### config.mk
export PLATFORM = sky130hd
export DESIGN_NAME = pcoe_back_flat
export DESIGN_NICKNAME = d
export VERILOG_FILES = /design/src/pcoe_pkg.sv /design/src/pcoe_if.sv /design/src/pcoe_back.sv /design/src/flat_wrapper.sv
export SDC_FILE = /design/constraint.sdc
export NUM_CORES = 1
export LEC_CHECK = 0
export ABC_AREA = 1
export BUFFER_PORTS_ARGS = -buffer_cell sky130_fd_sc_hd__buf_2
export CORE_UTILIZATION = 60
export CTS_BUF_LIST = sky130_fd_sc_hd__clkbuf_4 sky130_fd_sc_hd__clkbuf_8
export CTS_CLUSTER_SIZE = 8
export DETAILED_ROUTE_END_ITERATION = 8
export PLACE_DENSITY_LB_ADDON = 0.05
export SLEW_MARGIN = 20
export SYNTH_ARGS = -nofsm -noshare
export SYNTH_HDL_FRONTEND = slang
export SYNTH_SLANG_ARGS = --single-unit
### constraint.sdc
create_clock -name clk -period 16.35 [get_ports clk]
set_input_delay 2.4525 -clock clk [delete_from_list [all_inputs] [get_ports clk]]
set_output_delay 2.4525 -clock clk [all_outputs]
set_load 0.1 [all_outputs]
### src/pcoe_pkg.sv
// Types, constants and the vertex ROM of the outline emitter.
package pcoe_pkg;

    // Field widths
    localparam int WORLD_W  = 24;
    localparam int DEPTH_W  = 9;
    localparam int SCALE_W  = 10;
    localparam int SHAPE_W  = 2;
    localparam int RADIUS_W = 23;
    localparam int POS_W    = 25;
    localparam int EDGE_W   = 3;
    localparam int VCNT_W   = 4;
    localparam int VERT_W   = 11;
    localparam int CFG_W    = 24;
    localparam int CFG_IDX_W = 2;

    // Register indexes of the configuration port
    localparam logic [CFG_IDX_W-1:0] REG_CAMERA_X    = 2'd0;
    localparam logic [CFG_IDX_W-1:0] REG_CAMERA_Y    = 2'd1;
    localparam logic [CFG_IDX_W-1:0] REG_VIEW_RADIUS = 2'd2;

    // Parallax arithmetic: shift = floor((cam * k + 2560) / 5120), k = 4864 - 15 * depth
    localparam logic signed [13:0] K_BASE    = 14'sd4864;
    localparam logic signed [37:0] CAM_ROUND = 38'sd2560;
    // Divide by five: bias to non-negative, multiply by floor(2^30 / 5), correct once
    localparam logic [29:0] DIV5_BIAS  = 30'd671088640;
    localparam logic [27:0] DIV5_MAGIC = 28'd214748364;
    localparam logic [27:0] DIV5_UNBIAS = 28'd134217728;

    // Vertex ROM, 1/256 units
    localparam int ROM_SHAPES = 4;
    localparam int ROM_SLOTS  = 8;

    localparam logic signed [VERT_W-1:0] ROM_X [ROM_SHAPES][ROM_SLOTS] = '{
        '{-11'sd512, -11'sd128,  11'sd307,  11'sd512,  11'sd256, -11'sd205, -11'sd512,  11'sd0},
        '{-11'sd256,  11'sd205,  11'sd461,  11'sd307, -11'sd77,  -11'sd384, -11'sd461,  11'sd0},
        '{ 11'sd0,    11'sd256,  11'sd333,  11'sd0,   -11'sd333, -11'sd256,  11'sd0,    11'sd0},
        '{-11'sd563, -11'sd256,  11'sd256,  11'sd563,  11'sd512,  11'sd128, -11'sd307, -11'sd563}
    };

    localparam logic signed [VERT_W-1:0] ROM_Y [ROM_SHAPES][ROM_SLOTS] = '{
        '{-11'sd205, -11'sd358, -11'sd256,  11'sd51,   11'sd282,  11'sd333,  11'sd128,  11'sd0},
        '{-11'sd512, -11'sd384, -11'sd77,   11'sd358,  11'sd461,  11'sd154, -11'sd205,  11'sd0},
        '{-11'sd384, -11'sd128,  11'sd205,  11'sd384,  11'sd205, -11'sd128,  11'sd0,    11'sd0},
        '{-11'sd128, -11'sd384, -11'sd384, -11'sd77,   11'sd205,  11'sd384,  11'sd307,  11'sd77}
    };

    localparam logic [VCNT_W-1:0] ROM_LEN [ROM_SHAPES] = '{4'd7, 4'd7, 4'd6, 4'd8};

    // Configuration register set
    typedef struct packed {
        logic signed [WORLD_W-1:0]  camera_x;
        logic signed [WORLD_W-1:0]  camera_y;
        logic        [RADIUS_W-1:0] view_radius;
    } cfg_t;

    // One kept object, handed from the front end to the edge sequencer
    typedef struct packed {
        logic signed [POS_W-1:0]   pos_x;
        logic signed [POS_W-1:0]   pos_y;
        logic        [SCALE_W-1:0] scale;
        logic        [SHAPE_W-1:0] shape;
        logic        [VCNT_W-1:0]  vcount;
    } job_t;

endpackage

### src/pcoe_if.sv


interface pcoe_seg_if #(parameter int COORD_BITS = 24);
    logic                                valid;
    logic                                ready;
    logic signed [COORD_BITS-1:0]        start_x;
    logic signed [COORD_BITS-1:0]        start_y;
    logic signed [COORD_BITS-1:0]        end_x;
    logic signed [COORD_BITS-1:0]        end_y;
    logic        [pcoe_pkg::EDGE_W-1:0]  edge_number;
    logic                                last_edge;

    modport source (output valid, start_x, start_y, end_x, end_y, edge_number, last_edge,
                    input ready);
    modport sink   (input valid, start_x, start_y, end_x, end_y, edge_number, last_edge,
                    output ready);
endinterface

### src/pcoe_back.sv
// Edge sequencer: walks the head polygon, at most one segment word per cycle.
module pcoe_back #(
    parameter int COORD_BITS = 24
) (
    input  logic            clk,
    input  logic            rst_n,
    input  pcoe_pkg::job_t  head,
    input  logic            empty,
    output logic            pop,
    pcoe_seg_if.source      segments
);

    localparam int MUL_W = 2 * pcoe_pkg::VERT_W;
    localparam int EW    = (COORD_BITS > pcoe_pkg::POS_W + 1) ? COORD_BITS
                                                              : pcoe_pkg::POS_W + 1;
    localparam logic [EW-1:0] SAT_HI = {{(EW-COORD_BITS+1){1'b0}}, {(COORD_BITS-1){1'b1}}};
    localparam logic [EW-1:0] SAT_LO = {{(EW-COORD_BITS+1){1'b1}}, {(COORD_BITS-1){1'b0}}};

    logic [pcoe_pkg::VCNT_W-1:0] vcnt_reg;
    logic                        out_valid_reg;
    logic [COORD_BITS-1:0]       prev_x_reg, prev_y_reg;
    logic [COORD_BITS-1:0]       start_x_reg, start_y_reg, end_x_reg, end_y_reg;
    logic [pcoe_pkg::EDGE_W-1:0] edge_reg;
    logic                        last_reg;

    logic [2:0]                         vslot;
    logic signed [pcoe_pkg::VERT_W-1:0] vx, vy;
    logic signed [MUL_W-1:0]            mx, my, ox, oy;
    logic [EW-1:0]                      sum_x, sum_y;
    logic [COORD_BITS-1:0]              cur_x, cur_y;
    logic                               step, emit, closing;

    function automatic logic [COORD_BITS-1:0] sat_coord(input logic [EW-1:0] v);
        if ($signed(v) > $signed(SAT_HI))
            return SAT_HI[COORD_BITS-1:0];
        if ($signed(v) < $signed(SAT_LO))
            return SAT_LO[COORD_BITS-1:0];
        return v[COORD_BITS-1:0];
    endfunction

    // Current vertex: the walk ends back on vertex zero
    assign closing = (vcnt_reg == head.vcount);
    assign vslot   = closing ? 3'd0 : vcnt_reg[2:0];
    assign vx      = pcoe_pkg::ROM_X[head.shape][vslot];
    assign vy      = pcoe_pkg::ROM_Y[head.shape][vslot];

    // Scale, round half up, offset by position, saturate
    always_comb
    begin
        mx    = vx * $signed({1'b0, head.scale});
        my    = vy * $signed({1'b0, head.scale});
        ox    = (mx + MUL_W'(128)) >>> 8;
        oy    = (my + MUL_W'(128)) >>> 8;
        sum_x = {{(EW-pcoe_pkg::POS_W){head.pos_x[pcoe_pkg::POS_W-1]}}, head.pos_x}
              + {{(EW-MUL_W){ox[MUL_W-1]}}, ox};
        sum_y = {{(EW-pcoe_pkg::POS_W){head.pos_y[pcoe_pkg::POS_W-1]}}, head.pos_y}
              + {{(EW-MUL_W){oy[MUL_W-1]}}, oy};
        cur_x = sat_coord(sum_x);
        cur_y = sat_coord(sum_y);
    end

    // Advance when the output register is free or being drained
    assign emit = (vcnt_reg != '0);
    assign step = !empty && (!emit || !out_valid_reg || segments.ready);
    assign pop  = step && closing;

    // Vertex counter and output valid
    always_ff @(posedge clk or negedge rst_n)
    begin
        if (!rst_n)
        begin
            vcnt_reg      <= '0;
            out_valid_reg <= 1'b0;
        end
        else
        begin
            if (step)
                vcnt_reg <= closing ? '0 : vcnt_reg + 4'd1;
            if (step && emit)
                out_valid_reg <= 1'b1;
            else if (segments.ready)
                out_valid_reg <= 1'b0;
        end
    end

    // Hold previous vertex, load segment word
    always_ff @(posedge clk)
    begin
        if (step)
        begin
            prev_x_reg <= cur_x;
            prev_y_reg <= cur_y;
            if (emit)
            begin
                start_x_reg <= prev_x_reg;
                start_y_reg <= prev_y_reg;
                end_x_reg   <= cur_x;
                end_y_reg   <= cur_y;
                edge_reg    <= 3'(vcnt_reg - 4'd1);
                last_reg    <= closing;
            end
        end
    end

    assign segments.valid       = out_valid_reg;
    assign segments.start_x     = start_x_reg;
    assign segments.start_y     = start_y_reg;
    assign segments.end_x       = end_x_reg;
    assign segments.end_y       = end_y_reg;
    assign segments.edge_number = edge_reg;
    assign segments.last_edge   = last_reg;

endmodule

### src/flat_wrapper.sv
// flat-port wrapper written by rule: the top's interface ports become plain ports
module pcoe_back_flat 
#(
    parameter int COORD_BITS = 24
)
  (clk, rst_n, head, empty, pop, segments_valid, segments_start_x, segments_start_y, segments_end_x, segments_end_y, segments_edge_number, segments_last_edge, segments_ready);
  pcoe_seg_if #(.COORD_BITS(COORD_BITS)) segments_i ();
  input  logic clk;
  input  logic rst_n;
  input  pcoe_pkg::job_t head;
  input  logic empty;
  output logic pop;
  output wire logic [$bits(segments_i.valid)-1:0] segments_valid;
  output wire logic [$bits(segments_i.start_x)-1:0] segments_start_x;
  output wire logic [$bits(segments_i.start_y)-1:0] segments_start_y;
  output wire logic [$bits(segments_i.end_x)-1:0] segments_end_x;
  output wire logic [$bits(segments_i.end_y)-1:0] segments_end_y;
  output wire logic [$bits(segments_i.edge_number)-1:0] segments_edge_number;
  output wire logic [$bits(segments_i.last_edge)-1:0] segments_last_edge;
  input wire logic [$bits(segments_i.ready)-1:0] segments_ready;
  assign segments_valid = segments_i.valid;
  assign segments_start_x = segments_i.start_x;
  assign segments_start_y = segments_i.start_y;
  assign segments_end_x = segments_i.end_x;
  assign segments_end_y = segments_i.end_y;
  assign segments_edge_number = segments_i.edge_number;
  assign segments_last_edge = segments_i.last_edge;
  assign segments_i.ready = segments_ready;
  pcoe_back #(.COORD_BITS(COORD_BITS)) u_core (.clk(clk), .rst_n(rst_n), .head(head), .empty(empty), .pop(pop), .segments(segments_i));
endmodule
==> results <==
- The max-cap check violation count is 0.
- The number of global-route vias before repair was 14451.
- The final period demand of the worst path is 11.39 ns.
- The floorplan die height is 175 um.
- The mapped cell area is 18000 sq um.
- The hold slack is 0.418 ns.
- The first global-routing pass estimated 70700 um of wire.
- The count of antenna-violating nets left after detailed routing is 0.
- The detailed router placed 14297 vias in this run.
- The starting density of the core is 61.7%.
- The area growth from synthesis to layout is 9.17%.
- Row generation in the floorplan step produced 62 rows.
- The final-report hold violation count is 0.
- Clock-pin slew was measured on the worst setup and hold paths at 0.12 ns.
- The nature of the critical path startpoint is a primary input.
- The floorplan core area is 29100 sq um.
- The placed cell area is 19200 sq um.
- For this run, the register share of the synthesized area comes to 25.4%.
- The number of buffers added for setup after CTS is 0.
- The worst setup path is captured at a flip-flop.
- The final net count is 2734.
- The number of DRC violations after detailed routing is 0.
- Together, buffers and inverters on the worst path number 11.
- The portion of synthesized area spent on multiplexers is 0%.
- The total number of yosys warnings is 0.
- The critical path's slowest cell is sky130_fd_sc_hd__fa_1.
- The setup slack of the worst register-to-register path is 6.35 ns.
- The post-route fraction of the period consumed by the critical path is 69.7%.
- Summing the areas of all compound-gate instances in the mapped netlist gives 5.94% of the synthesized area.
- The synthesized netlist devotes 19.8% of its cell area to simple gates.
- The average wire length per cell after detail routing is 16.2 um.
- The cell occurring most often along the worst timing path is sky130_fd_sc_hd__nand2_1.
- The count of final max-slew check failures is 0.
- Clock tree synthesis inserted a total of 17 buffers.
- Across every metal layer, demand over resource in global routing totals 29.2%.
- The routed wire length is 43500 um.
- The finished cells cover 19600 sq um.
- STA puts the critical path data required time at 16.54 ns.
- The maximum clock frequency is 87.8 MHz.
- The via count normalized by instance count is 5.33.
- The initial antenna violation count was 0.
- The path class of the tightest hold or removal check is reg -> reg.
- The adder-cell area share of the yosys netlist is 34.7%.
- Setup violations remaining at the end of the flow were counted as 0.
- Synthesis produced a netlist with a net count of 2566.
- The largest family of logic cells by synthesized area is adder cells.
- The clock root buffer master is sky130_fd_sc_hd__clkbuf_8.
- The congestion estimate from routability-driven global placement came to 0.964.
- The pin count of the biggest net entering global routing is 73.
- Setup repair after global routing left no endpoint under its margin.
- The post-detailed-placement half-perimeter wirelength is 36700 um.
- At the pin with the least slew margin, the transition time is 0.895 ns.
- The family with the most delay on the worst path is adder cells.
- The CTS tree is built.
- Of all nets on the critical path, the largest fanout is 23.
- The aggregate global routing overflow is 0.
- The flow ran to the end, and the final reports show no timing, DRC or antenna violations.
- Of the total synthesized cell area, the portion taken by XOR and XNOR cells is 3.56%.
- In this run, post-CTS hold repair placed 0 buffers.
- The total negative setup slack is 0 ns.
- Pin placement for this block handled 172 I/O pins.
- The number of clock sinks is 153.
- Before antenna repair, the detailed router went through 5 iterations.
- For the final database, setup skew stands at 0.0261 ns.
- The clock latency of the later-clocked register in the worst-skew pair is 0.45 ns.
- The die covers 30600 sq um.
- After clock tree synthesis, the repair step resized 0 gates.
- Counting distinct cell types in the post-synthesis netlist gives 49.
- The average cell area after synthesis is 8.48 sq um.
- The die width is 175 um.
- The category of the critical setup timing path is in -> reg.
- After synthesis the netlist holds a flip-flop and latch count of 153.
- The buffer depth of the longest clock path is 2.
- In the final layout, the share of cells above drive strength 1 is 11.4%.
- The H-tree generated during clock tree synthesis spans 4 levels.
- At the worst endpoint, the arrival time is 11.58 ns.
- The synthesized instance count is 2118.
- The relative slew slack is 40.3%.
- The count of buffers inserted at the top-level ports is 171.
- The count of routing violations after the opening detailed-route iteration is 1042.
- In this design, the stage delay of the slowest critical-path cell is 0.77 ns.
## synth_stat cells (all sizes together)
master	n	area, sq um
nand2	500	1980
a21o	9	67.6
xor2	43	377
o31ai	1	7.51
o211ai	8	83.8
o21ai	44	224
a211oi	1	7.51
and2	1	6.26
ha	178	2230
a221oi	1	8.76
inv	457	1720
fa	200	4000
edfxtp	148	4440
nor4	3	18.8
nor2	205	805
o22ai	2	12.5
clkbuf	8	30.0
a31oi	7	58.8
nor3	14	70.1
buf	18	145
o21a	4	30.0
or2	2	12.5
nand3	98	521
dfrtp	5	125
nand4	17	106
a21boi	1	7.51
xnor2	30	263
a21oi	95	475
nand3b	5	37.5
clkinv	2	7.51
o21bai	11	82.6
## cell families after synthesis
group	after synthesis
buffers and inverters	485
DFF	153
adders and majority gates	378
and+or+nand+nor	845
AOI/OAI and AO/OA	184
xor gates and xnor gates	73
## layer usage
metal  vias up  part of all wire [%]  global-route usage (%)
met4         0                   1.8                    6.63
met1      6773                    43                    39.1
li1       6950                     -                       -
met2       512                    49                    50.7
met5         -                     0                       0
met3        62                   6.2                    3.66
## layout make-up
type	instances	area (sq um)
clock buffers	17	234
well taps	384	480
inverters	459	1730
flip-flops and latches	153	4570
clock inverters	15	201
fillers	2485	9480
repair buffers	175	886
multi-input cells	1480	11500
diodes	1	2.50
## cells in the final DEF (no fill, tap or decap), types with 3 or more instances in the layout
master | netlist | final
sky130_fd_sc_hd__a21o_1 | 9 | 9
sky130_fd_sc_hd__a21oi_1 | 95 | 95
sky130_fd_sc_hd__a31oi_1 | 6 | 5
sky130_fd_sc_hd__buf_2 | 7 | 171
sky130_fd_sc_hd__buf_4 | 4 | 4
sky130_fd_sc_hd__clkbuf_8 | 0 | 17
sky130_fd_sc_hd__clkinv_8 | 0 | 5
sky130_fd_sc_hd__dfrtp_1 | 5 | 5
sky130_fd_sc_hd__edfxtp_1 | 148 | 148
sky130_fd_sc_hd__fa_1 | 200 | 200
sky130_fd_sc_hd__ha_1 | 178 | 178
sky130_fd_sc_hd__inv_1 | 444 | 443
sky130_fd_sc_hd__inv_2 | 12 | 12
sky130_fd_sc_hd__inv_8 | 0 | 5
sky130_fd_sc_hd__nand2_1 | 479 | 479
sky130_fd_sc_hd__nand2_2 | 15 | 15
sky130_fd_sc_hd__nand2_4 | 4 | 4
sky130_fd_sc_hd__nand3_1 | 92 | 92
sky130_fd_sc_hd__nand3_2 | 6 | 6
sky130_fd_sc_hd__nand3b_1 | 5 | 5
sky130_fd_sc_hd__nand4_1 | 17 | 17
sky130_fd_sc_hd__nor2_1 | 197 | 197
sky130_fd_sc_hd__nor2_2 | 5 | 5
sky130_fd_sc_hd__nor2_4 | 3 | 3
sky130_fd_sc_hd__nor3_1 | 14 | 14
sky130_fd_sc_hd__nor4_1 | 3 | 3
sky130_fd_sc_hd__o211ai_1 | 5 | 5
sky130_fd_sc_hd__o21a_1 | 4 | 4
sky130_fd_sc_hd__o21ai_0 | 38 | 38
sky130_fd_sc_hd__o21ai_1 | 5 | 5
sky130_fd_sc_hd__o21bai_1 | 11 | 11
sky130_fd_sc_hd__xnor2_1 | 30 | 30
sky130_fd_sc_hd__xor2_1 | 43 | 43
## path summary, 6_finish.rpt
check	from	endpoint	cells after the start
max	head[2]	u_core.prev_y_reg[2]$_DFFE_PP_	43
min	u_core.prev_x_reg[18]$_DFFE_PP_	u_core.segments.start_x[18]$_DFFE_PP_	0
max reg2reg	u_core.vcnt_reg[0]$_DFFE_PN0P_	u_core.prev_y_reg[2]$_DFFE_PP_	41
min reg2reg	u_core.prev_x_reg[18]$_DFFE_PP_	u_core.segments.start_x[18]$_DFFE_PP_	0
max in group asynchronous	rst_n	u_core.vcnt_reg[0]$_DFFE_PN0P_	1
min in group asynchronous	rst_n	u_core.vcnt_reg[1]$_DFFE_PN0P_	1
## through the flow
stage / worst slack [ns] / instances / utilization, %
5_1_grt: 4.23 / 2683 / 67.4
2_1_floorplan: 6.58 / 2118 / -
3_3_place_gp: 4.89 / 2651 / 65.9
4_1_cts: 5.04 / 2683 / 67.4
3_5_place_dp: 4.58 / 2651 / 65.9
6_report: 4.96 / 2684 / 67.4
Power is not shown: default switching activity piles up to over one toggle a cycle in this logic, so the estimate is an artifact.
