File: src/pcoe_pkg.sv
// Types, constants and the vertex ROM of the outline emitter.
package pcoe_pkg;

    // Field widths
    localparam int WORLD_W  = 24;
    localparam int DEPTH_W  = 9;
    localparam int SCALE_W  = 10;
    localparam int SHAPE_W  = 2;
    localparam int RADIUS_W = 23;
    localparam int POS_W    = 25;
    localparam int EDGE_W   = 3;
    localparam int VCNT_W   = 4;
    localparam int VERT_W   = 11;
    localparam int CFG_W    = 24;
    localparam int CFG_IDX_W = 2;

    // Register indexes of the configuration port
    localparam logic [CFG_IDX_W-1:0] REG_CAMERA_X    = 2'd0;
    localparam logic [CFG_IDX_W-1:0] REG_CAMERA_Y    = 2'd1;
    localparam logic [CFG_IDX_W-1:0] REG_VIEW_RADIUS = 2'd2;

    // Parallax arithmetic: shift = floor((cam * k + 2560) / 5120), k = 4864 - 15 * depth
    localparam logic signed [13:0] K_BASE    = 14'sd4864;
    localparam logic signed [37:0] CAM_ROUND = 38'sd2560;
    // Divide by five: bias to non-negative, multiply by floor(2^30 / 5), correct once
    localparam logic [29:0] DIV5_BIAS  = 30'd671088640;
    localparam logic [27:0] DIV5_MAGIC = 28'd214748364;
    localparam logic [27:0] DIV5_UNBIAS = 28'd134217728;

    // Vertex ROM, 1/256 units
    localparam int ROM_SHAPES = 4;
    localparam int ROM_SLOTS  = 8;

    localparam logic signed [VERT_W-1:0] ROM_X [ROM_SHAPES][ROM_SLOTS] = '{
        '{-11'sd512, -11'sd128,  11'sd307,  11'sd512,  11'sd256, -11'sd205, -11'sd512,  11'sd0},
        '{-11'sd256,  11'sd205,  11'sd461,  11'sd307, -11'sd77,  -11'sd384, -11'sd461,  11'sd0},
        '{ 11'sd0,    11'sd256,  11'sd333,  11'sd0,   -11'sd333, -11'sd256,  11'sd0,    11'sd0},
        '{-11'sd563, -11'sd256,  11'sd256,  11'sd563,  11'sd512,  11'sd128, -11'sd307, -11'sd563}
    };

    localparam logic signed [VERT_W-1:0] ROM_Y [ROM_SHAPES][ROM_SLOTS] = '{
        '{-11'sd205, -11'sd358, -11'sd256,  11'sd51,   11'sd282,  11'sd333,  11'sd128,  11'sd0},
        '{-11'sd512, -11'sd384, -11'sd77,   11'sd358,  11'sd461,  11'sd154, -11'sd205,  11'sd0},
        '{-11'sd384, -11'sd128,  11'sd205,  11'sd384,  11'sd205, -11'sd128,  11'sd0,    11'sd0},
        '{-11'sd128, -11'sd384, -11'sd384, -11'sd77,   11'sd205,  11'sd384,  11'sd307,  11'sd77}
    };

    localparam logic [VCNT_W-1:0] ROM_LEN [ROM_SHAPES] = '{4'd7, 4'd7, 4'd6, 4'd8};

    // Configuration register set
    typedef struct packed {
        logic signed [WORLD_W-1:0]  camera_x;
        logic signed [WORLD_W-1:0]  camera_y;
        logic        [RADIUS_W-1:0] view_radius;
    } cfg_t;

    // One kept object, handed from the front end to the edge sequencer
    typedef struct packed {
        logic signed [POS_W-1:0]   pos_x;
        logic signed [POS_W-1:0]   pos_y;
        logic        [SCALE_W-1:0] scale;
        logic        [SHAPE_W-1:0] shape;
        logic        [VCNT_W-1:0]  vcount;
    } job_t;

endpackage

File: src/pcoe_queue.sv
// Two-entry queue of kept objects between front end and edge sequencer.
module pcoe_queue (
    input  logic            clk,
    input  logic            rst_n,
    input  logic            push,
    input  pcoe_pkg::job_t  push_job,
    output logic            full,
    input  logic            pop,
    output pcoe_pkg::job_t  head,
    output logic            empty
);

    pcoe_pkg::job_t entry_reg [2];
    logic       wr_ptr_reg, rd_ptr_reg;
    logic [1:0] count_reg;

    assign full  = (count_reg == 2'd2);
    assign empty = (count_reg == 2'd0);
    assign head  = entry_reg[rd_ptr_reg];

    // Advance pointers and fill count
    always_ff @(posedge clk or negedge rst_n)
    begin
        if (!rst_n)
        begin
            wr_ptr_reg <= 1'b0;
            rd_ptr_reg <= 1'b0;
            count_reg  <= 2'd0;
        end
        else
        begin
            if (push)
                wr_ptr_reg <= !wr_ptr_reg;
            if (pop)
                rd_ptr_reg <= !rd_ptr_reg;
            if (push && !pop)
                count_reg <= count_reg + 2'd1;
            else if (pop && !push)
                count_reg <= count_reg - 2'd1;
        end
    end

    // Store the incoming entry
    always_ff @(posedge clk)
    begin
        if (push)
            entry_reg[wr_ptr_reg] <= push_job;
    end

endmodule

File: config.mk
export PLATFORM = sky130hd
export DESIGN_NAME = pcoe_queue
export DESIGN_NICKNAME = d
export VERILOG_FILES = /design/src/pcoe_pkg.sv /design/src/pcoe_queue.sv
export SDC_FILE = /design/constraint.sdc
export NUM_CORES = 1
export LEC_CHECK = 0
export BUFFER_PORTS_ARGS = -buffer_cell sky130_fd_sc_hd__buf_2
export CORE_MARGIN = 5
export CORE_UTILIZATION = 56
export CTS_CLUSTER_DIAMETER = 120
export DETAILED_ROUTE_END_ITERATION = 6
export GPL_TIMING_DRIVEN = 0
export PLACE_DENSITY = 0.91
export SLEW_MARGIN = 25
export SYNTH_ARGS = -nofsm -noshare
export SYNTH_HDL_FRONTEND = slang
export SYNTH_SLANG_ARGS = --single-unit
export TNS_END_PERCENT = 5
File: constraint.sdc
create_clock -name clk -period 12.2 [get_ports clk]
set_input_delay 1.22 -clock clk [delete_from_list [all_inputs] [get_ports clk]]
set_output_delay 1.22 -clock clk [all_outputs]
set_load 0.02 [all_outputs]
==> metrics.md, run 1 <==
| Metric | Value |
|---|---|
| Post-CTS setup repair buffer count | 0 |
| Chip Width | 105 um |
| Starting DRT DRC Count | 123 |
| P_leak | between 2 and 3 nW |
| Clock slew at reported path FFs | 0.06 ns |
| Crit. Startpoint | rd_ptr_reg |
| Drc violations | 0 |
| Area Overhead vs Synth | 30.2% |
| Hold Crit Class | reg2reg |
| Largest cells by area after synthesis | edfxtp_1 78%, mux2_4 8.9%, mux2_2 8.0% |
| Antenna Violating Nets Remaining | 0 |
| Cell-internal power | ~1.2 mW |
| # setup viols final | 0 |
| Sequential fraction of the synthesis area | about 80% |
| Core ar. | 8760 um2 |
| Synthesized instance count | 221 |
| Relative slew slack | a little under three fifths |
| Routed len/inst | roughly 18 um |
| Initial Utilization | 57.8% |
| Vias in the first global route | between 2000 and 3000 |
| Clock Latency Late Sink | 0.49 ns |
| Cell class contributing the biggest share of worst-path delay | buffers and inverters |
| Worst Reg-to-Reg Cells | 3 |
| Root Driver | clkbuf_8 |
| End of the worst register-to-register path | entry_reg[0][59] |
| Outcome | finished clean |
| Unique cell type count in the Yosys netlist | 14 |
| Tot GR Track Use | between 10% and 20% |
| Commonest non-fill, non-tap cell in the layout | buf_2 |
| R2r startpoint | wr_ptr_reg |
| Psw | roughly 0.50 mW |
| Critical Path RT | around 11 ns |
| # rows | 34 |
| Pwr/cell area | 256 nW/um2 |
| Crit-path cells | buf_4, buf_6, mux2_4, buf_2 |
| Setup TNS | 0 ns |
| IO Count | 138 |
| Slowest cell on the critical path | dfrtp_1 |
| Die Y-Extent | 105 um |
| Worst path bufs/invs | 3 |
| Largest net degree at the start of global routing | 35 |
| Yosys warns | 0 |
| Min Tclk post-route | 3.02 ns |
| Area leader, netlist | edfxtp_1 |
| Total power | about 1.7 mW |
| Comb pwr share | 31.4% |
| Layout cell share with drive strength beyond 1 | between 60% and 70% |
| I/O Buffers | around 140 |
| Most frequent cells in the layout | 140 x buf_2, 132 x edfxtp_1, 36 x mux2_2 |
| Final Wtd Congestion | around 0.69 |
| Hold buffers post-CTS | 0 |
| Avg Cell Area, Syn | 22.9 um2 |
| Worst Setup EP | head[31] |
| Synth Cell Area | 5060 um2 |
| Initial antenna violation count | 0 |
| Max-slew violations | 0 |
| Post-DR vias/cell | between 5 and 6 |
| Max FFs per register | around 130 |
| Clock sinks | 136 |
| Setup slack, reg-to-reg | between 10 and 15 ns |
| Switching share of power | between 20% and 30% |
| Fin crit share | 24.7% |
| Highest Clock Rate | about 0.33 GHz |
| CP Max Fanout | 10 |
| Final Hold Viols | 0 |
| Clock power share | between 30% and 40% |
| Slew @ Worst Pin | 0.650 ns |
| # nets final | approximately 450 |
| CTS buffer count | 17 |
| Diode count | 0 |
| Clk buf depth | 2 |
| Drt first pass iters | 4 |
| Final WL | ~9 mm |
| Startpoint types | flop |
| Synth Register Bits | 136 |
| WS Path Type | reg2out |
| Post-Route Skew | approximately 0.0048 ns |
| CTS tree | built |
| Synth Net Count | about 300 |
| Routed vias | approximately 2600 |
| Post-detail-place hpwl | ~6.3 mm |
| Post-cts resize count | 0 |
| CP endpoint kind | output pin |
| H-tree depth | 4 |
| Total gr overflow | 0 |
| Top cell type's share of synthesized area | a little under 80% |
| Peak supply drop | ~0.15 mV |
| Global-route wire length before repair | 14.8 mm |
| Reg power frac | a little under two fifths |
| Die area | about 11000 um2 |
| Unrepaired setup endpoints after global routing | no |
| Crit path DAT | 1.80 ns |
| MaxCap Viol Count | 0 |
| Crit path largest cell delay | approximately 0.40 ns |
| Worst path depth | 4 |
-- metrics by stage --
| stage | std cells | worst slack [ns] | cell area, um2 | hold WS (ns) | utilization, % |
|---|---|---|---|---|---|
| after floorplan | 221 | 7.58 | 5060 | 0.455 | - |
| after global placement | 466 | 5.91 | 5880 | 0.468 | 67.1 |
| after detailed placement | 470 | 9.52 | 6000 | 0.479 | 68.4 |
| after CTS | 501 | 9.12 | 6590 | 0.491 | 75.2 |
| after global routing | 501 | 9.07 | 6590 | 0.492 | 75.2 |
| final | 501 | 9.18 | 6590 | 0.489 | 75.2 |
-- power by group through the flow --
stage / combinational [mW] / sequential, mW / clock (mW)
final: 0.530 / 0.648 / 0.508
after global routing: 0.565 / 0.657 / 0.543
after CTS: 0.540 / 0.650 / 0.519
after detailed placement: 0.538 / 0.658 / 0
after global placement: 0.509 / 0.662 / 0
after floorplan: 0.373 / 0.654 / 0
-- metal layers --
layer  part of all wire, %  vias to the layer above  global-route usage [%]
met4                   1.0                        0                    6.39
met3                   6.6                        8                    5.92
li1                      -                     1206                       -
met5                     0                        -                       0
met1                    39                     1257                    20.5
met2                    53                      105                    29.8
-- kinds of logic (layout without fill, tap and decap cells) --
family,count (synthesis),count (layout),synth area share (%)
XOR/XNOR,5,5,0.865
adder cells (fa/ha/maj),1,1,0.247
flip-flops,136,136,80.3
multiplexers,66,66,16.9
buffers and inverters,8,180,1.19
AND/OR/NAND/NOR,5,5,0.519
-- final cells by class --
type                       count  area (um2)
sequential                   136        4060
fill                         516        2170
multi-input combinational     77         948
timing repair buffer         141         788
clock buffer                  18         418
clock inverter                13         178
tap                          108         135
buffer                         7        56.3
inverter                       1        3.75
-- Yosys cell counts --
cell type  instances
dfrtp_1            4
xnor2_1            1
mux2_2            36
edfxtp_1         132
nor2b_1            2
mux2_4            30
and2_1             1
inv_1              1
nor2_1             2
xor2_1             4
ha_1               1
buf_4              1
buf_2              3
buf_6              3
-- worst min path at each step --
stage | slack (ns) | startpoint | endpoint | cells past startpoint
floorplan | 0.46 | wr_ptr_reg | wr_ptr_reg | 1
finish | 0.49 | count_reg[1] | count_reg[1] | 1
global route | 0.49 | rst_n | count_reg[1] | 1
detailed placement | 0.48 | count_reg[1] | count_reg[1] | 1
CTS | 0.49 | rst_n | count_reg[1] | 1
global placement | 0.47 | wr_ptr_reg | wr_ptr_reg | 1
Note: power is estimated with default switching activity, not from simulation.
==> run 2: changes to the inputs <==
Settings changed: ABC_AREA set to 1, CORE_UTILIZATION 56 to 52, PLACE_DENSITY 0.91 to 0.86.
Clock period 12.2 ns to 2.9 ns, I/O delays scaled along.
==> metrics.md, run 2 <==
| Metric | Value |
|---|---|
| Routed vias | 2899 (+13%) |
| Die area | 11900 um2 (+7.3%) |
| Post-DR vias/cell | 4.81 (-6.5%) |
| Setup slack at placement | 1.24 ns (-8.27 ns) |
| End of the worst register-to-register path | entry_reg[0][33] |
| Synth Net Count | 301 (+3.1%) |
| # setup viols final | 0 (unchanged) |
| Synthesized instance count | 230 (+4.1%) |
| Worst Hold End | wr_ptr_reg |
| Crit path DAT | 1.85 ns (+0.05 ns) |
| Routed len/inst | 16.8 um (-6.2%) |
| Drt first pass iters | 4 (unchanged) |
| Drc violations | 0 (unchanged) |
| Area Overhead vs Synth | 42.7% |
| Most frequent cells in the layout | 140 x buf_2, 132 x edfxtp_1, 68 x dlygate4sd3_1 |
| Hold buffers post-CTS | 68 (+68) |
| Unique cell type count in the Yosys netlist | 15 (+1) |
| Fin crit share | between 70% and 80% |
| Crit path largest cell delay | 0.40 ns (about the same) |
| WS Path Type | reg2out |
| Final Wtd Congestion | 0.735 (+7.3%) |
| Top cell type's share of synthesized area | 78.0% (-0.31 points) |
| Total gr overflow | 0 (unchanged) |
| CP Max Fanout | 10 (unchanged) |
| Design Area, Final | 7250 um2 (+10%) |
| MaxCap Viol Count | 0 (unchanged) |
| Final Hold Viols | 0 (unchanged) |
| Synth Cell Area | 5080 um2 (+0.40%) |
| Core ar. | 9640 um2 (+10%) |
| Placement Cell Area | 6010 um2 (+0.27%) |
| Antenna Violating Nets Remaining | 0 (unchanged) |
| Unrepaired setup endpoints after global routing | no |
| Final core utilization | 75.2% (about the same) |
| Starting DRT DRC Count | 91 (-26%) |
| Tot GR Track Use | 18.1% (+0.72 points) |
| Avg Cell Area, Syn | 22.1 um2 (-3.5%) |
| Clk buf depth | 2 (unchanged) |
| Post-cts resize count | 0 (unchanged) |
| Startpoint types | flop |
| WHS Path Cells | 2 (+1) |
| Fillers | 578 (+12%) |
| Crit. Startpoint | rd_ptr_reg |
| Peak supply drop | 0.549 mV (+270%) |
| CTS buffer count | 17 (unchanged) |
| Outcome | finished clean |
| Clock sinks | 136 (unchanged) |
| Synth Register Bits | 136 (unchanged) |
| Clock slew at reported path FFs | 0.06 ns (about the same) |
| Max-slew violations | 0 (unchanged) |
| Setup slack, reg-to-reg | 1.32 ns (-9.18 ns) |
| Largest net degree at the start of global routing | 36 (+2.9%) |
| I/O Buffers | 137 (unchanged) |
| Slowest cell on the critical path | dfrtp_1 |
| CP endpoint kind | output pin |
| Relative slew slack | 54.1% (-2.4 points) |
| # nets final | 528 (+17%) |
| Die Y-Extent | 109 um (+3.6%) |
| Diode count | 0 (unchanged) |
| Initial Utilization | 52.7% (-5.0 points) |
| Commonest non-fill, non-tap cell in the layout | buf_2 |
| Most frequent cell after synthesis | edfxtp_1 |
| Pwr/cell area | 965 nW/um2 (+280%) |
| Post-detail-place hpwl | 6.03 mm (-3.7%) |
| Highest Clock Rate | approximately 0.47 GHz |
| Yosys warns | 0 (unchanged) |
| Sequential fraction of the synthesis area | 80.0% (-0.32 points) |
| Worst Slack Setup Final | 0.764 ns (-8.42 ns) |
| Post-Route Skew | 0.00911 ns (+0.00427 ns) |
| FFs w/ async S/R, synth | 2.94% (unchanged) |
| Post-synth top cells | 132 x edfxtp_1, 36 x mux2_2, 30 x mux2_4 |
| Crit-path cells | buf_4, buf_6, mux2_4, buf_2 |
| Worst Reg-to-Reg Cells | 2 (-1) |
| R2r startpoint | wr_ptr_reg |
| Final WL | 10.1 mm (+13%) |
| HP Start | push |
| Area leader, netlist | edfxtp_1 |
| IO Count | 138 (unchanged) |
| Post-CTS setup repair buffer count | 0 (unchanged) |
| Critical Path RT | 2.61 ns (-8.37 ns) |
| Slew @ Worst Pin | 0.687 ns (+0.0362 ns) |
| Largest cells by area after synthesis | edfxtp_1 78%, mux2_4 8.9%, mux2_2 8.0% |
| Number of flops mapped to enable cells by yosys | 132 (unchanged) |
| Global-route wire length before repair | 15.9 mm (+7.4%) |
| P_leak | 2.90 nW (+9.8%) |
| Setup TNS | 0 ns (unchanged) |
| Initial antenna violation count | 0 (unchanged) |
| Min Tclk post-route | 2.14 ns |
| # rows | 36 (+5.9%) |
| CTS tree | built |
| Layout cell share with drive strength beyond 1 | 52.3% (-10 points) |
| Root Driver | clkbuf_8 |
| Post-synth top flop | edfxtp_1 |
| Vias in the first global route | 3239 (+11%) |
| H-tree depth | 4 (unchanged) |
| Total power | 7.00 mW (+320%) |
| Hold Crit Class | in2reg |
| Chip Width | 109 um (+3.6%) |
| Clock Latency Late Sink | 0.50 ns (about the same) |
| Max FFs per register | 132 (unchanged) |
run 2: cell types whose count changed after synthesis:
cell | before | now
inv_1 | 1 | 7
nand2_1 | 0 | 5
nor2b_1 | 2 | 0
xor2_1 | 4 | 2
and2_1 | 1 | 0
nand3_1 | 0 | 1
nand4_1 | 0 | 1
nor2_1 | 2 | 3
run 2: worst max-delay path: cells and delay by family (launching register included):
kind                   cells  cell delay, ns
multiplexers               1            0.33
buffers and inverters      3            0.61
flip-flops                 1            0.40
run 2: worst max path at each step:
stage / endpoint / slack, ns / depth (start not counted)
finish: head[38] / 0.76 / 4
global route: head[46] / 0.66 / 4
CTS: head[38] / 0.70 / 4
detailed placement: entry_reg[0][65] / 1.24 / 4
global placement: entry_reg[0][64] / -0.53 / 3
floorplan: entry_reg[0][0] / 0.34 / 1
run 2: layout make-up:
type | instances | area [um2] | share of cell area [%]
Tap cell | 133 | 166 | 2.30
Sequential cell | 136 | 4060 | 56.0
Buffer | 7 | 56.3 | 0.777
Inverter | 7 | 28.8 | 0.397
Clock buffer | 21 | 459 | 6.33
Clock inverter | 11 | 98.8 | 1.36
Multi-Input combinational cell | 80 | 943 | 13.0
Timing Repair Buffer | 208 | 1430 | 19.8
run 2: where the power goes:
group / total [mW] / internal [mW] / switching [mW]
logic: 2.32 / 1.02 / 1.30
clock network: 1.95 / 1.20 / 0.750
registers: 2.73 / 2.61 / 0.118
run 2: layer usage:
| layer | track usage (%) | vias up | share of wire, % |
|---|---|---|---|
| met5 | 0 | - | 0 |
| met4 | 6.49 | 0 | 1.6 |
| met3 | 7.22 | 14 | 6.4 |
| met2 | 33.1 | 107 | 55 |
| met1 | 18.7 | 1425 | 37 |
| li1 | - | 1353 | - |
run 2: metrics by stage:
step	cells	hold WS (ns)
after floorplan	230	-0.00559
after detailed placement	503	0.104
after CTS	603	0.00920
final	603	0.0416
after global routing	603	0.0256
after global placement	500	0.0964
run 2: kinds of logic (layout without fill, tap and decap cells):
group	Yosys count	after routing	synth area share (%)
adders and majority gates	1	1	0.246
muxes	66	66	16.8
xor gates and xnor gates	3	3	0.517
and+or+nand+nor	10	10	0.812
buffers and inverters	14	254	1.62
DFF	136	136	80.0
==> run 3: changes to the inputs <==
Settings changed: CORE_UTILIZATION 52 to 47, PLACE_DENSITY 0.86 to 0.83.
Clock period 2.9 ns to 1.7 ns, I/O delays scaled along.
==> metrics.md, run 3 (synthesized netlist as in run 2, its figures left out) <==
| Metric | Value |
|---|---|
| Layout cell share with drive strength beyond 1 | 53.5% (+1.2 points) |
| Clock power share | 27.2% (-0.6 points) |
| Failing checks | negative setup slack |
| # rows | 38 (+5.6%) |
| Final Hold Viols | 0 (unchanged) |
| Cell-internal power | 9.26 mW (+92%) |
| MaxCap Viol Count | 0 (unchanged) |
| Fillers | 642 (+11%) |
| Seq. cell area | 4070 um2 (about the same) |
| Fin crit share | 112% |
| Max FFs per register | 132 (unchanged) |
| Final WL | 10.8 mm (+6.3%) |
| Root Driver | clkbuf_8 |
| Max-slew violations | 0 (unchanged) |
| Outcome | complete, but fails checks |
| Min Tclk post-route | 1.91 ns |
| Post-DR vias/cell | 4.74 (-1.4%) |
| Core ar. | 10700 um2 (+11%) |
| Post-Route Skew | 0.00784 ns (-0.00127 ns) |
| CTS tree | built |
| Highest Clock Rate | between 0.5 and 0.6 GHz |
| Setup TNS | -12.79 ns (-12.79 ns) |
| Initial antenna violation count | 1 (+1) |
| Chip Width | 114 um (+4.7%) |
| CP endpoint kind | output pin |
| Clock slew at reported path FFs | 0.06 ns (about the same) |
| Worst Slack Setup Final | -0.205 ns (-0.970 ns) |
| Starting DRT DRC Count | 127 (+40%) |
| Crit path DAT | 1.74 ns (-0.11 ns) |
| Placed Cells | 512 (+1.8%) |
| Setup slack at placement | -0.148 ns (-1.39 ns) |
| Routed vias | 2943 (+1.5%) |
| # nets final | 538 (+1.9%) |
| Most frequent cells in the layout | 132 x edfxtp_1, 101 x buf_2, 70 x dlygate4sd3_1 |
| Unrepaired setup endpoints after global routing | yes |
| Clock Latency Late Sink | 0.52 ns (+0.02 ns) |
| Reg power frac | 35.3% (-3.7 points) |
| Vias in the first global route | 3366 (+3.9%) |
| Drt first pass iters | 4 (unchanged) |
| Startpoint types | flop |
| # setup viols final | 87 (+87) |
| H-tree depth | 4 (unchanged) |
| Clock sinks | 136 (unchanged) |
| WS Path Type | reg2out |
| Antenna Violating Nets Remaining | 0 (unchanged) |
| IO Count | 138 (unchanged) |
| Multi-input logic area | 950 um2 (+0.66%) |
| Relative slew slack | 62.7% (+8.6 points) |
| Switching share of power | 29.8% (-1.1 points) |
| Global-route wire length before repair | 16.4 mm (+3.0%) |
| Pwr/cell area | 1710 nW/um2 (+77%) |
| Psw | 3.94 mW (+82%) |
| Tot GR Track Use | 16.9% (-1.3 points) |
| Largest net degree at the start of global routing | 25 (-31%) |
| Die area | 13000 um2 (+9.6%) |
| CTS buffer count | 17 (unchanged) |
| Initial Utilization | 47.5% (-5.2 points) |
| WHS | 0.0777 ns (+0.0361 ns) |
| Total power | 13.2 mW (+89%) |
| Final Wtd Congestion | 0.756 (+2.7%) |
| Slew @ Worst Pin | 0.559 ns (-0.128 ns) |
| Comb pwr share | 37.4% (+4.2 points) |
| Critical Path RT | 1.53 ns (-1.08 ns) |
| Die Y-Extent | 114 um (+4.7%) |
| Hold Crit Class | in2reg |
| Drc violations | 0 (unchanged) |
| Commonest non-fill, non-tap cell in the layout | edfxtp_1 |
| P_leak | 3.09 nW (+6.5%) |
| Routed len/inst | 17.4 um (+3.2%) |
| Area Overhead vs Synth | 51.9% |
| Post-detail-place hpwl | 6.23 mm (+3.4%) |
| I/O Buffers | 137 (unchanged) |
| Peak supply drop | 1.01 mV (+83%) |
| Final Non-Filler Cells | 621 (+3.0%) |
| Clk buf depth | 2 (unchanged) |
| CP Max Fanout | 10 (unchanged) |
| Total gr overflow | 0 (unchanged) |
run 3: cell count changes in the layout (fill, tap and decap cells not counted), moves of 3 or more:
cell    delta
buf_12     +5
buf_16     +3
buf_2     -39
buf_6     +28
buf_4      +9
run 3: final timing paths:
check	slack [ns]	cells after the start	to	start
worst min-delay path	0.08	3	count_reg[0]	push
worst min register to register	0.53	1	wr_ptr_reg	wr_ptr_reg
worst max-delay path	-0.21	4	head[18]	rd_ptr_reg
min in group asynchronous	0.56	3	count_reg[1]	rst_n
max in group asynchronous	0.93	3	wr_ptr_reg	rst_n
worst max register to register	-0.08	4	entry_reg[1][25]	wr_ptr_reg
run 3: critical path, cell delays in order, from the launching register on:
cell	delay, ns
dfrtp_2	0.45
buf_12	0.16
buf_12	0.15
mux2_4	0.29
buf_2	0.16
run 3: cell type report:
class | instances | share of cell area [%]
Timing Repair Buffer | 218 | 23.2
Buffer | 7 | 1.52
Sequential cell | 136 | 52.7
Inverter | 7 | 0.389
Tap cell | 140 | 2.27
Antenna cell | 1 | 0.0324
Clock inverter | 13 | 2.01
Clock buffer | 19 | 5.59
Multi-Input combinational cell | 80 | 12.3
run 3: power by group through the flow:
stage                     Clock (mW)  Sequential [mW]  Combinational (mW)
after floorplan                    0             4.66                2.69
after global placement             0             4.70                3.70
after detailed placement           0             4.71                3.92
after CTS                       3.65             4.66                4.67
after global routing            3.83             4.72                5.21
final                           3.59             4.66                4.94
run 3: timing repair:
item	4_1_cts	5_1_grt
endpoints found under the setup margin	87	109
endpoints found under the hold margin	138	0
setup buffers	4	0
hold buffers	70	0
cloned	2	0
gates resized for setup	44	44
run 3: stage by stage:
step / area, um2 / utilization (%)
after floorplan: 5100 / -
after global placement: 5960 / 55.7
after detailed placement: 6070 / 56.8
after CTS: 7580 / 70.9
after global routing: 7720 / 72.2
final: 7720 / 72.2
run 3: metal layers:
metal  GRT usage, %  vias to the layer above  routed length, um
li1               -                     1381                  -
met4           7.60                        0                216
met2           30.7                      108               5960
met1           17.7                     1431               4000
met5              0                        -                  0
met3           5.25                       23                607
